==> src/hw/rtl/slipcrc_pkg.sv <==
// Shared constants, types and the CRC byte update for the SLIP CRC-16 frame receiver.
`timescale 1ns / 1ps
`default_nettype none

package slipcrc_pkg;

    localparam int BUF_DEPTH = 256;
    localparam int CNT_W     = $clog2(BUF_DEPTH + 1);
    localparam int LEN_W     = 9;
    localparam int LEN_CAP   = 511;
    localparam int CMP_W     = (CNT_W > LEN_W) ? CNT_W : LEN_W;
    localparam int HDR_N     = 6;

    localparam logic [7:0] SLIP_END     = 8'hC0;
    localparam logic [7:0] SLIP_ESC     = 8'hDB;
    localparam logic [7:0] SLIP_ESC_END = 8'hDC;
    localparam logic [7:0] SLIP_ESC_ESC = 8'hDD;

    localparam logic [15:0] CRC16_POLY = 16'hA001;
    localparam logic [15:0] CRC16_SEED = 16'hFFFF;

    localparam logic [7:0] TYPE_GET    = 8'h06;
    localparam logic [7:0] TYPE_NOTIFY = 8'h07;
    localparam logic [7:0] TYPE_ACK    = 8'h05;

    typedef enum logic [1:0] {
        CLASS_GET    = 2'd0,
        CLASS_NOTIFY = 2'd1,
        CLASS_ACK    = 2'd2,
        CLASS_OTHER  = 2'd3
    } msg_class_t;

    typedef enum logic {
        KIND_BYTE   = 1'b0,
        KIND_REPORT = 1'b1
    } result_kind_t;

    typedef struct packed {
        result_kind_t     kind;
        logic [7:0]       data_byte;
        logic             frame_ok;
        logic [LEN_W-1:0] frame_length;
        msg_class_t       msg_class;
        logic [7:0]       seq_number;
        logic [7:0]       opcode;
        logic [15:0]      payload_length;
        logic             overflow;
    } result_t;

    function automatic logic [15:0] crc_fold(input logic [15:0] crc, input logic [7:0] b);
        logic [15:0] c;
        c = crc ^ {8'h00, b};
        for (int k = 0; k < 8; k++)
        begin
            c = c[0] ? ((c >> 1) ^ CRC16_POLY) : (c >> 1);
        end
        return c;
    endfunction

endpackage

`default_nettype wire

==> src/hw/rtl/slipcrc_frame.sv <==
// Frame state: SLIP unescaping, running CRC, body count and header capture.
`timescale 1ns / 1ps
`default_nettype none

module slipcrc_frame (
    input  wire logic                 clk,
    input  wire logic                 rst_n,
    input  wire logic                 step,
    input  wire logic [7:0]           byte_in,
    output logic                      res_valid,
    output slipcrc_pkg::result_t      res
);

    logic                           esc_reg, esc_next;
    logic [15:0]                    crc_reg, crc_next;
    logic [slipcrc_pkg::CNT_W-1:0]  cnt_reg, cnt_next;
    logic [7:0]                     hdr_reg [slipcrc_pkg::HDR_N];
    logic [7:0]                     hdr_next [slipcrc_pkg::HDR_N];
    logic                           ovf_reg, ovf_next;

    logic                           emit;
    logic                           report;
    logic                           clear;
    logic [7:0]                     body_byte;
    logic [slipcrc_pkg::CMP_W-1:0]  cnt_ext;
    logic [slipcrc_pkg::LEN_W-1:0]  len;
    slipcrc_pkg::msg_class_t        cls;

    always_comb
    begin
        emit      = 1'b0;
        report    = 1'b0;
        clear     = 1'b0;
        body_byte = byte_in;
        esc_next  = esc_reg;
        priority if (esc_reg)
        begin
            esc_next = 1'b0;
            if (byte_in == slipcrc_pkg::SLIP_ESC_END)
            begin
                emit      = 1'b1;
                body_byte = slipcrc_pkg::SLIP_END;
            end
            else if (byte_in == slipcrc_pkg::SLIP_ESC_ESC)
            begin
                emit      = 1'b1;
                body_byte = slipcrc_pkg::SLIP_ESC;
            end
        end
        else if (byte_in == slipcrc_pkg::SLIP_ESC)
        begin
            esc_next = 1'b1;
        end
        else if (byte_in == slipcrc_pkg::SLIP_END)
        begin
            report = (cnt_reg != '0);
            clear  = 1'b1;
        end
        else
        begin
            emit = 1'b1;
        end
    end

    // clear on END, else fold body byte, capture header, advance count or flag overflow
    always_comb
    begin
        crc_next = crc_reg;
        cnt_next = cnt_reg;
        ovf_next = ovf_reg;
        for (int i = 0; i < slipcrc_pkg::HDR_N; i++)
        begin
            hdr_next[i] = hdr_reg[i];
        end
        if (clear)
        begin
            crc_next = slipcrc_pkg::CRC16_SEED;
            cnt_next = '0;
            ovf_next = 1'b0;
            for (int i = 0; i < slipcrc_pkg::HDR_N; i++)
            begin
                hdr_next[i] = 8'h00;
            end
        end
        else if (emit)
        begin
            crc_next = slipcrc_pkg::crc_fold(crc_reg, body_byte);
            for (int i = 0; i < slipcrc_pkg::HDR_N; i++)
            begin
                if (cnt_reg == slipcrc_pkg::CNT_W'(i + 1))
                begin
                    hdr_next[i] = body_byte;
                end
            end
            if (cnt_reg == slipcrc_pkg::CNT_W'(slipcrc_pkg::BUF_DEPTH))
            begin
                ovf_next = 1'b1;
            end
            else
            begin
                cnt_next = cnt_reg + 1'b1;
            end
        end
    end

    always_comb
    begin
        cnt_ext = slipcrc_pkg::CMP_W'(cnt_reg);
        if (cnt_ext > slipcrc_pkg::CMP_W'(slipcrc_pkg::LEN_CAP))
        begin
            len = slipcrc_pkg::LEN_W'(slipcrc_pkg::LEN_CAP);
        end
        else
        begin
            len = slipcrc_pkg::LEN_W'(cnt_ext);
        end
        priority if (hdr_reg[0] == slipcrc_pkg::TYPE_GET)
        begin
            cls = slipcrc_pkg::CLASS_GET;
        end
        else if (hdr_reg[0] == slipcrc_pkg::TYPE_NOTIFY)
        begin
            cls = slipcrc_pkg::CLASS_NOTIFY;
        end
        else if (hdr_reg[0] == slipcrc_pkg::TYPE_ACK)
        begin
            cls = slipcrc_pkg::CLASS_ACK;
        end
        else
        begin
            cls = slipcrc_pkg::CLASS_OTHER;
        end
    end

    always_comb
    begin
        res       = '0;
        res_valid = emit || report;
        if (report)
        begin
            res.kind           = slipcrc_pkg::KIND_REPORT;
            res.frame_ok       = (crc_reg == 16'h0000) && (cnt_reg >= slipcrc_pkg::CNT_W'(2))
                                 && !ovf_reg;
            res.frame_length   = len;
            res.msg_class      = cls;
            res.seq_number     = hdr_reg[1];
            res.opcode         = hdr_reg[2];
            res.payload_length = {hdr_reg[5], hdr_reg[4]};
            res.overflow       = ovf_reg;
        end
        else
        begin
            res.kind      = slipcrc_pkg::KIND_BYTE;
            res.data_byte = body_byte;
        end
    end

    always_ff @(posedge clk or negedge rst_n)
    begin
        if (!rst_n)
        begin
            esc_reg <= 1'b0;
            crc_reg <= slipcrc_pkg::CRC16_SEED;
            cnt_reg <= '0;
            ovf_reg <= 1'b0;
            for (int i = 0; i < slipcrc_pkg::HDR_N; i++)
            begin
                hdr_reg[i] <= 8'h00;
            end
        end
        else if (step)
        begin
            esc_reg <= esc_next;
            crc_reg <= crc_next;
            cnt_reg <= cnt_next;
            ovf_reg <= ovf_next;
            for (int i = 0; i < slipcrc_pkg::HDR_N; i++)
            begin
                hdr_reg[i] <= hdr_next[i];
            end
        end
    end

    a_cnt_bound: assert property (@(posedge clk) disable iff (!rst_n)
        cnt_reg <= slipcrc_pkg::CNT_W'(slipcrc_pkg::BUF_DEPTH))
        else $error("body count beyond buffer depth");

    a_ovf_full: assert property (@(posedge clk) disable iff (!rst_n)
        ovf_reg |-> (cnt_reg == slipcrc_pkg::CNT_W'(slipcrc_pkg::BUF_DEPTH)))
        else $error("overflow set with buffer not full");

    a_report_clears: assert property (@(posedge clk) disable iff (!rst_n)
        (step && report) |=> (cnt_reg == '0 && crc_reg == slipcrc_pkg::CRC16_SEED
                              && !ovf_reg && !esc_reg))
        else $error("frame state not cleared after report");

    a_esc_silent: assert property (@(posedge clk) disable iff (!rst_n)
        (step && !esc_reg && byte_in == slipcrc_pkg::SLIP_ESC) |-> !res_valid)
        else $error("escape byte produced a result");

endmodule

`default_nettype wire

==> src/hw/rtl/slip_crc16_frame_receiver_top.sv <==
// Top level of the SLIP CRC-16 frame receiver: input register, frame logic, result register.
`timescale 1ns / 1ps
`default_nettype none

// Takes one raw serial byte per cycle unless in_stall is high and gives at most one result item
// per byte: a decoded body byte (result_kind 0) or, on an END that closes a non-empty body, a
// frame report (result_kind 1) with CRC-16/MODBUS verdict, length and header fields. Throughput
// is one item per clock while out_stall does not hold the result register; each byte passes the
// input register and the result register, with the CRC byte fold between them. Escape bytes,
// dropped escape pairs and END bytes closing an empty body produce no result.
module slip_crc16_frame_receiver_top (
    input  wire logic                            clk,
    input  wire logic                            rst_n,
    input  wire logic                            in_valid,
    output logic                                 in_stall,
    input  wire logic [7:0]                      rx_byte,
    output logic                                 out_valid,
    input  wire logic                            out_stall,
    output logic                                 result_kind,
    output logic [7:0]                           data_byte,
    output logic                                 frame_ok,
    output logic [slipcrc_pkg::LEN_W-1:0]        frame_length,
    output logic [1:0]                           msg_class,
    output logic [7:0]                           seq_number,
    output logic [7:0]                           opcode,
    output logic [15:0]                          payload_length,
    output logic                                 overflow
);

    logic                   s1_valid_reg, s1_valid_next;
    logic [7:0]             s1_byte_reg;
    logic                   out_valid_reg, out_valid_next;
    slipcrc_pkg::result_t   out_res_reg;

    logic                   advance;
    logic                   step;
    logic                   res_valid;
    slipcrc_pkg::result_t   res;

    assign advance        = !out_valid_reg || !out_stall;
    assign in_stall       = s1_valid_reg && !advance;
    assign step           = s1_valid_reg && advance;
    assign s1_valid_next  = in_stall ? s1_valid_reg : in_valid;
    assign out_valid_next = advance ? (step && res_valid) : out_valid_reg;

    slipcrc_frame u_frame (
        .clk       (clk),
        .rst_n     (rst_n),
        .step      (step),
        .byte_in   (s1_byte_reg),
        .res_valid (res_valid),
        .res       (res)
    );

    always_ff @(posedge clk or negedge rst_n)
    begin
        if (!rst_n)
        begin
            s1_valid_reg  <= 1'b0;
            out_valid_reg <= 1'b0;
        end
        else
        begin
            s1_valid_reg  <= s1_valid_next;
            out_valid_reg <= out_valid_next;
        end
    end

    // hold payloads unless a new item lands
    always_ff @(posedge clk)
    begin
        if (in_valid && !in_stall)
        begin
            s1_byte_reg <= rx_byte;
        end
        if (step && res_valid)
        begin
            out_res_reg <= res;
        end
    end

    assign out_valid      = out_valid_reg;
    assign result_kind    = out_res_reg.kind;
    assign data_byte      = out_res_reg.data_byte;
    assign frame_ok       = out_res_reg.frame_ok;
    assign frame_length   = out_res_reg.frame_length;
    assign msg_class      = out_res_reg.msg_class;
    assign seq_number     = out_res_reg.seq_number;
    assign opcode         = out_res_reg.opcode;
    assign payload_length = out_res_reg.payload_length;
    assign overflow       = out_res_reg.overflow;

    a_stall_full: assert property (@(posedge clk) disable iff (!rst_n)
        in_stall |-> (s1_valid_reg && out_valid_reg))
        else $error("input stalled with free stage");

    a_no_overwrite: assert property (@(posedge clk) disable iff (!rst_n)
        (out_valid_reg && out_stall) |=> (out_valid_reg && $stable(out_res_reg)))
        else $error("waiting result lost or changed");

    a_step_drains: assert property (@(posedge clk) disable iff (!rst_n)
        (step && !(in_valid && !in_stall)) |=> !s1_valid_reg)
        else $error("input stage kept an item it had passed on");

endmodule

`default_nettype wire
==> config.mk <==
export PLATFORM = sky130hd
export DESIGN_NAME = slip_crc16_frame_receiver_top
export DESIGN_NICKNAME = d
export VERILOG_FILES = /design/src/hw/rtl/slipcrc_pkg.sv /design/src/hw/rtl/slipcrc_frame.sv /design/src/hw/rtl/slip_crc16_frame_receiver_top.sv
export SDC_FILE = /design/constraint.sdc
export NUM_CORES = 1
export LEC_CHECK = 0
export BUFFER_PORTS_ARGS = -buffer_cell sky130_fd_sc_hd__buf_2
export CORE_UTILIZATION = 40
export CTS_CLUSTER_SIZE = 12
export DETAILED_ROUTE_END_ITERATION = 12
export GPL_TIMING_DRIVEN = 0
export PLACE_DENSITY_LB_ADDON = 0.3
export SYNTH_ARGS = -nofsm -noshare
export SYNTH_HDL_FRONTEND = slang
export SYNTH_SLANG_ARGS = --single-unit
==> constraint.sdc <==
create_clock -name clk -period 4.46 [get_ports clk]
set_input_delay 0.892 -clock clk [delete_from_list [all_inputs] [get_ports clk]]
set_output_delay 0.892 -clock clk [all_outputs]
set_load 0.02 [all_outputs]
==> flow_summary.ini, run 1 <==
[pwr]
p_per_area_mw_per_mm2 = 616
ir_drop_v = 0.000258
power_mw = 4.20
leakagePower_nw = 2.83

[die]
dieArea_mm2 = 0.0146
die_h_um = 121
core.rowCount = 43
start_util = 0.408
die_w_um = 121
core_mm2 = 0.0138
ios = 68

[drt]
vias_per_cell = 5.00
ant_nets = 0
routed_wirelength_um = 11400
drt_first_pass_iters = 4
wl_per_cell_um = 16.1
first_iter_violations = 202
drc = 0
vias = 3538

[timing]
finalClockSkew_ns = 0.00769
hold_violations = 0
slew_violations = 0
worst_slew_pin_slew_ns = 0.945
rsz0062_at_grt = false
fin_crit_sh = 0.671
max-slew-margin-rel = 0.365
fmax_mhz = 334
finalWorstPathRequiredPeriod_ns = 2.99
setup_tns_ns = 0
finalSetupViolCount = 0

[global_route]
grt_pass1_wl_um = 18100
grt_max_degree = 70
grt_pass1_vias = 3414
grt_use_total = 0.170
gr-total-overflow = 0
antenna_found_initial = 0

[critical_path]
cp_max_fo = 10
cp.arrival_ns = 3.27
cp.required_ns = 4.74
cp_cell_sequence = or4_4 -> nor4_4 -> nand2_1 -> inv_1 -> clkbuf_1 -> clkbuf_1 -> and2_1
cp_slowest_cell = or4_4
critPathKind = reg -> reg
start_kind = flip-flop
cp-end-kind = flip-flop
crit_top_cell = clkbuf_1
crit_cells = 7
crit_buf_inv = 3
r2r_slack_ns = 1.47
cp_slowest_stage_delay_ns = 0.59
reg2reg_depth = 7
path_delay_family = simple AND/OR/NAND/NOR gates

[layout]
area_growth_pct = 20.8
fin_nets = 532
drive_above_1_share = 0.297
largest_reg_flops = 40
diodes = 0
final_common_cell = buf_2
final_cell_mix = buf_2 (71), edfxtp_1 (62), dfrtp_1 (53)

[cts]
cts-root-buf = clkbuf_16
cts_setup_buffers = 0
cts_max_path_buffers = 2
cts_resized = 0
clk_latency_ns = 0.42
cts_sinks = 131
path_clk_slew_ns = 0.05
cts_hold_buf = 0
numCtsBuffers = 17
cts_htree_levels = 4
cts_tree = done

[synth]
ys_warn_count = 0
synth.mux.area_fraction = 0.0658
synth-xor-area-share = 0.0594
syn_area_mm2 = 0.00564
synth_seq_area_share = 0.639
synth_compound_area_frac = 0.0559
post_synth_inst_count = 427
synth_fa_ha_area_frac = 0.0111
yosysTopAreaCellShare = 0.330
syn-num-nets = 444
synth_cell_types = 46
synth_edf_count = 62
synth.avg_cell_area_um2 = 13.2
synth_ff_type = edfxtp_1
synth_seq_cells = 131
synth-async-reset-ratio = 0.527
yosys.area.top_type = edfxtp_1
synth_top_family_by_area = simple AND/OR/NAND/NOR gates
yosys-top-cells-area = edfxtp_1 (33%), dfrtp_1 (23%), dfstp_2 (7.4%), mux2_2 (6.6%), and2_1 (4.5%)
synth_simple_gate_area_frac = 0.150

[placement]
place.gp.congestion = 0.901
portBuffers = 67
dp_hpwl_um = 7600

[hold_path]
hold_depth = 1
min_path_type = reg -> reg

[job]
cap_violations = 0

[run_status]
status = finished clean
[stage by stage]
| stage | setup slack (ns) | std cells | utilization | hold slack [ns] | instance area (µm²) |
|---|---|---|---|---|---|
| final | 1.47 | 708 | 0.493 | 0.496 | 6820 |
| after global routing | 1.23 | 708 | 0.493 | 0.511 | 6820 |
| after CTS | 1.45 | 708 | 0.493 | 0.499 | 6820 |
| after detailed placement | 1.18 | 676 | 0.451 | 0.487 | 6240 |
| after global placement | -0.745 | 674 | 0.449 | 0.481 | 6200 |
| after floorplan | 0.548 | 427 | - | 0.458 | 5640 |
[worst paths after layout]
path,startpoint,end
min reg2reg,u_frame.hdr_reg[27]$_DFFE_PN0P_,u_frame.hdr_reg[27]$_DFFE_PN0P_
max in group asynchronous,rst_n,u_frame.hdr_reg[4]$_DFFE_PN0P_
min in group asynchronous,rst_n,u_frame.hdr_reg[25]$_DFFE_PN0P_
min,u_frame.hdr_reg[27]$_DFFE_PN0P_,u_frame.hdr_reg[27]$_DFFE_PN0P_
max reg2reg,s1_byte_reg[4]$_DFFE_PP_,overflow$_SDFFCE_PN0P_
max,s1_byte_reg[4]$_DFFE_PP_,overflow$_SDFFCE_PN0P_
[cell usage after synthesis, drive strengths merged, types with 5 or more instances]
| cell type | instances |
|---|---|
| nor4 | 9 |
| nor3 | 7 |
| clkbuf | 12 |
| ha | 5 |
| a21oi | 13 |
| and2 | 41 |
| xnor2 | 16 |
| nor2 | 35 |
| edfxtp | 62 |
| o21ai | 16 |
| inv | 11 |
| nand3 | 6 |
| xor2 | 12 |
| mux2 | 33 |
| dfrtp | 53 |
| or4 | 6 |
| nand2 | 27 |
| dfstp | 16 |
[cell families after synthesis]
family | count (synthesis)
buffers and inverters | 27
multiplexers | 33
flip-flops | 131
AO/OA/AOI/OAI | 48
AND/OR/NAND/NOR | 151
XOR/XNOR | 32
adder cells (fa/ha/maj) | 5
[final cells by class]
cell class	instances	area, µm²
fill	1186	7010
sequential	131	3610
multi-input combinational	269	1940
clock buffer	20	437
timing repair buffer	69	363
tap	180	225
clock inverter	12	140
buffer	16	65.1
inverter	11	41.3
[power by group]
group          internal, mW  switching, mW  leakage, nW
logic                 0.554          0.458         1.11
clock network         0.868          0.486        0.276
registers              1.63          0.202         1.45
total                  3.05           1.15         2.83
[per-layer routing]
metal	wire, µm	track usage	vias up	share of wire
met5	0	0	-	0
met4	312	0.103	0	0.027
met3	534	0.0434	22	0.047
met2	5170	0.251	90	0.45
met1	5360	0.225	1723	0.47
li1	-	-	1703	-
Note: power is estimated with default switching activity, not from simulation.
==> run 2, diff against run 1 <==
Clock period 4.46 ns to 2.7 ns, I/O delays scaled along.
==> run 2 against run 1 <==
Count of clock-buffer cells in the layout unchanged. Highest routed layer unchanged. Wire length up 3.3%. Utilization up 0.90 points.
==> flow_summary.ini, run 2 (same netlist as run 1, synthesis figures left out) <==
[timing]
worst_slew_pin_slew_ns = 0.888
slew_violations = 0
max-slew-margin-rel = 0.405
fmax_mhz = 385
rsz0062_at_grt = false
fin_crit_sh = 0.963
hold_violations = 0
setup_ws_ns = 0.0996
finalWorstPathRequiredPeriod_ns = 2.60
finalSetupViolCount = 0
finalClockSkew_ns = 0.00655
fin_hold_ws_ns = 0.257

[pwr]
leakagePower_nw = 2.88
combPwrFrac = 0.249
ir_drop_v = 0.000512
switchingPower_mw = 1.99
p_per_area_mw_per_mm2 = 1020
p_int_mw = 5.07
switching_share = 0.282
power_frac_clock = 0.321
p_seq_frac = 0.430
power_mw = 7.05

[critical_path]
cp_max_fo = 11
r2r_slack_ns = 0.1
cp-end-kind = flip-flop
critPathKind = reg -> reg
cp.required_ns = 2.87
cp.arrival_ns = 2.77
start_kind = flip-flop

[layout]
largest_reg_flops = 40
final_common_cell = buf_2
area_growth_pct = 23.0
fin_nets = 538
drive_above_1_share = 0.331
final_cells = 714
final_util = 0.502
final_cell_mix = buf_2 (70), edfxtp_1 (62), dfrtp_1 (53)
diodes = 0

[global_route]
grt_pass1_vias = 3434
grt_pass1_wl_um = 18600
antenna_found_initial = 0
grt_use_total = 0.174
gr-total-overflow = 0
grt_max_degree = 70

[placement]
portBuffers = 67
place.gp.congestion = 0.891
dp_hpwl_um = 7680
pre_cts_ws_ns = -0.318
placedCellCount = 675

[drt]
ant_nets = 0
wl_per_cell_um = 16.4
drt_first_pass_iters = 4
dr_wl_met3_um = 560
vias = 3596
wl_met2_um = 5530
vias_per_cell = 5.04
drc = 0
highest_layer = met4
first_iter_violations = 244
wl_met1_um = 5440
routed_wirelength_um = 11700

[die]
dieArea_mm2 = 0.0146
core.rowCount = 43
start_util = 0.408
ios = 68
die_h_um = 121
core_mm2 = 0.0138
die_w_um = 121

[cts]
path_clk_slew_ns = 0.06
numCtsBuffers = 17
cts-root-buf = clkbuf_16
cts_max_path_buffers = 2
clk_latency_ns = 0.42
cts_htree_levels = 4
cts_sinks = 131
cts_tree = done
cts_hold_buf = 0

[job]
cap_violations = 0

[hold_path]
min_path_type = in -> async

[run_status]
status = finished clean
==> run 2: stage by stage <==
step,TNS (ns),area [µm²]
after floorplan,0,5650
after global placement,-26.40,6210
after detailed placement,-12.41,6230
after CTS,0,6910
after global routing,0,6940
final,0,6940
==> run 2: power by group through the flow <==
stage	logic [mW]	registers [mW]	clock network, mW
detailed placement	1.68	3.06	0
global placement	1.62	3.03	0
floorplan	1.31	3.03	0
finish	1.76	3.03	2.26
CTS	1.71	3.03	2.31
global route	1.90	3.10	2.38
==> run 2: critical path: stages (launching register included) <==
cell,delay [ns]
edfxtp_1,0.49
or4_4,0.54
or4_1,0.43
buf_2,0.23
o211ai_1,0.21
buf_4,0.17
nor2_4,0.06
buf_4,0.22
==> run 2: final timing paths <==
check,start,to,cells past startpoint
min in group clk,rx_byte[0],s1_byte_reg[0]$_DFFE_PP_,1
worst max register to register,s1_byte_reg[3]$_DFFE_PP_,frame_ok$_SDFFCE_PN0P_,7
worst min register to register,u_frame.hdr_reg[26]$_DFFE_PN0P_,u_frame.hdr_reg[26]$_DFFE_PN0P_,1
worst max-delay path,s1_byte_reg[3]$_DFFE_PP_,frame_ok$_SDFFCE_PN0P_,7
worst min-delay path,rst_n,u_frame.cnt_ext[0]$_DFFE_PN0P_,1
max in group asynchronous,rst_n,u_frame.hdr_reg[2]$_DFFE_PN0P_,1
==> run 2: area by class of cell <==
cell class | instances | area, µm²
plain buffers | 15 | 62.6
repair buffers | 76 | 418
clock buffers | 20 | 458
fillers | 1192 | 6890
clock inverters | 12 | 131
inverters | 11 | 41.3
multi-input cells | 269 | 2000
well taps | 180 | 225
flip-flops and latches | 131 | 3610
==> run 2: layer usage <==
metal / vias up / global-route usage
met5: - / 0
met3: 17 / 0.0387
met1: 1752 / 0.232
li1: 1714 / -
met4: 0 / 0.0802
met2: 113 / 0.271
==> run 2: what timing repair did <==
item                                    in CTS  in global routing
endpoints found under the setup margin      85                 67
pin swaps                                    3                  1
gates resized for setup                     13                  2
setup buffers                                4                  4
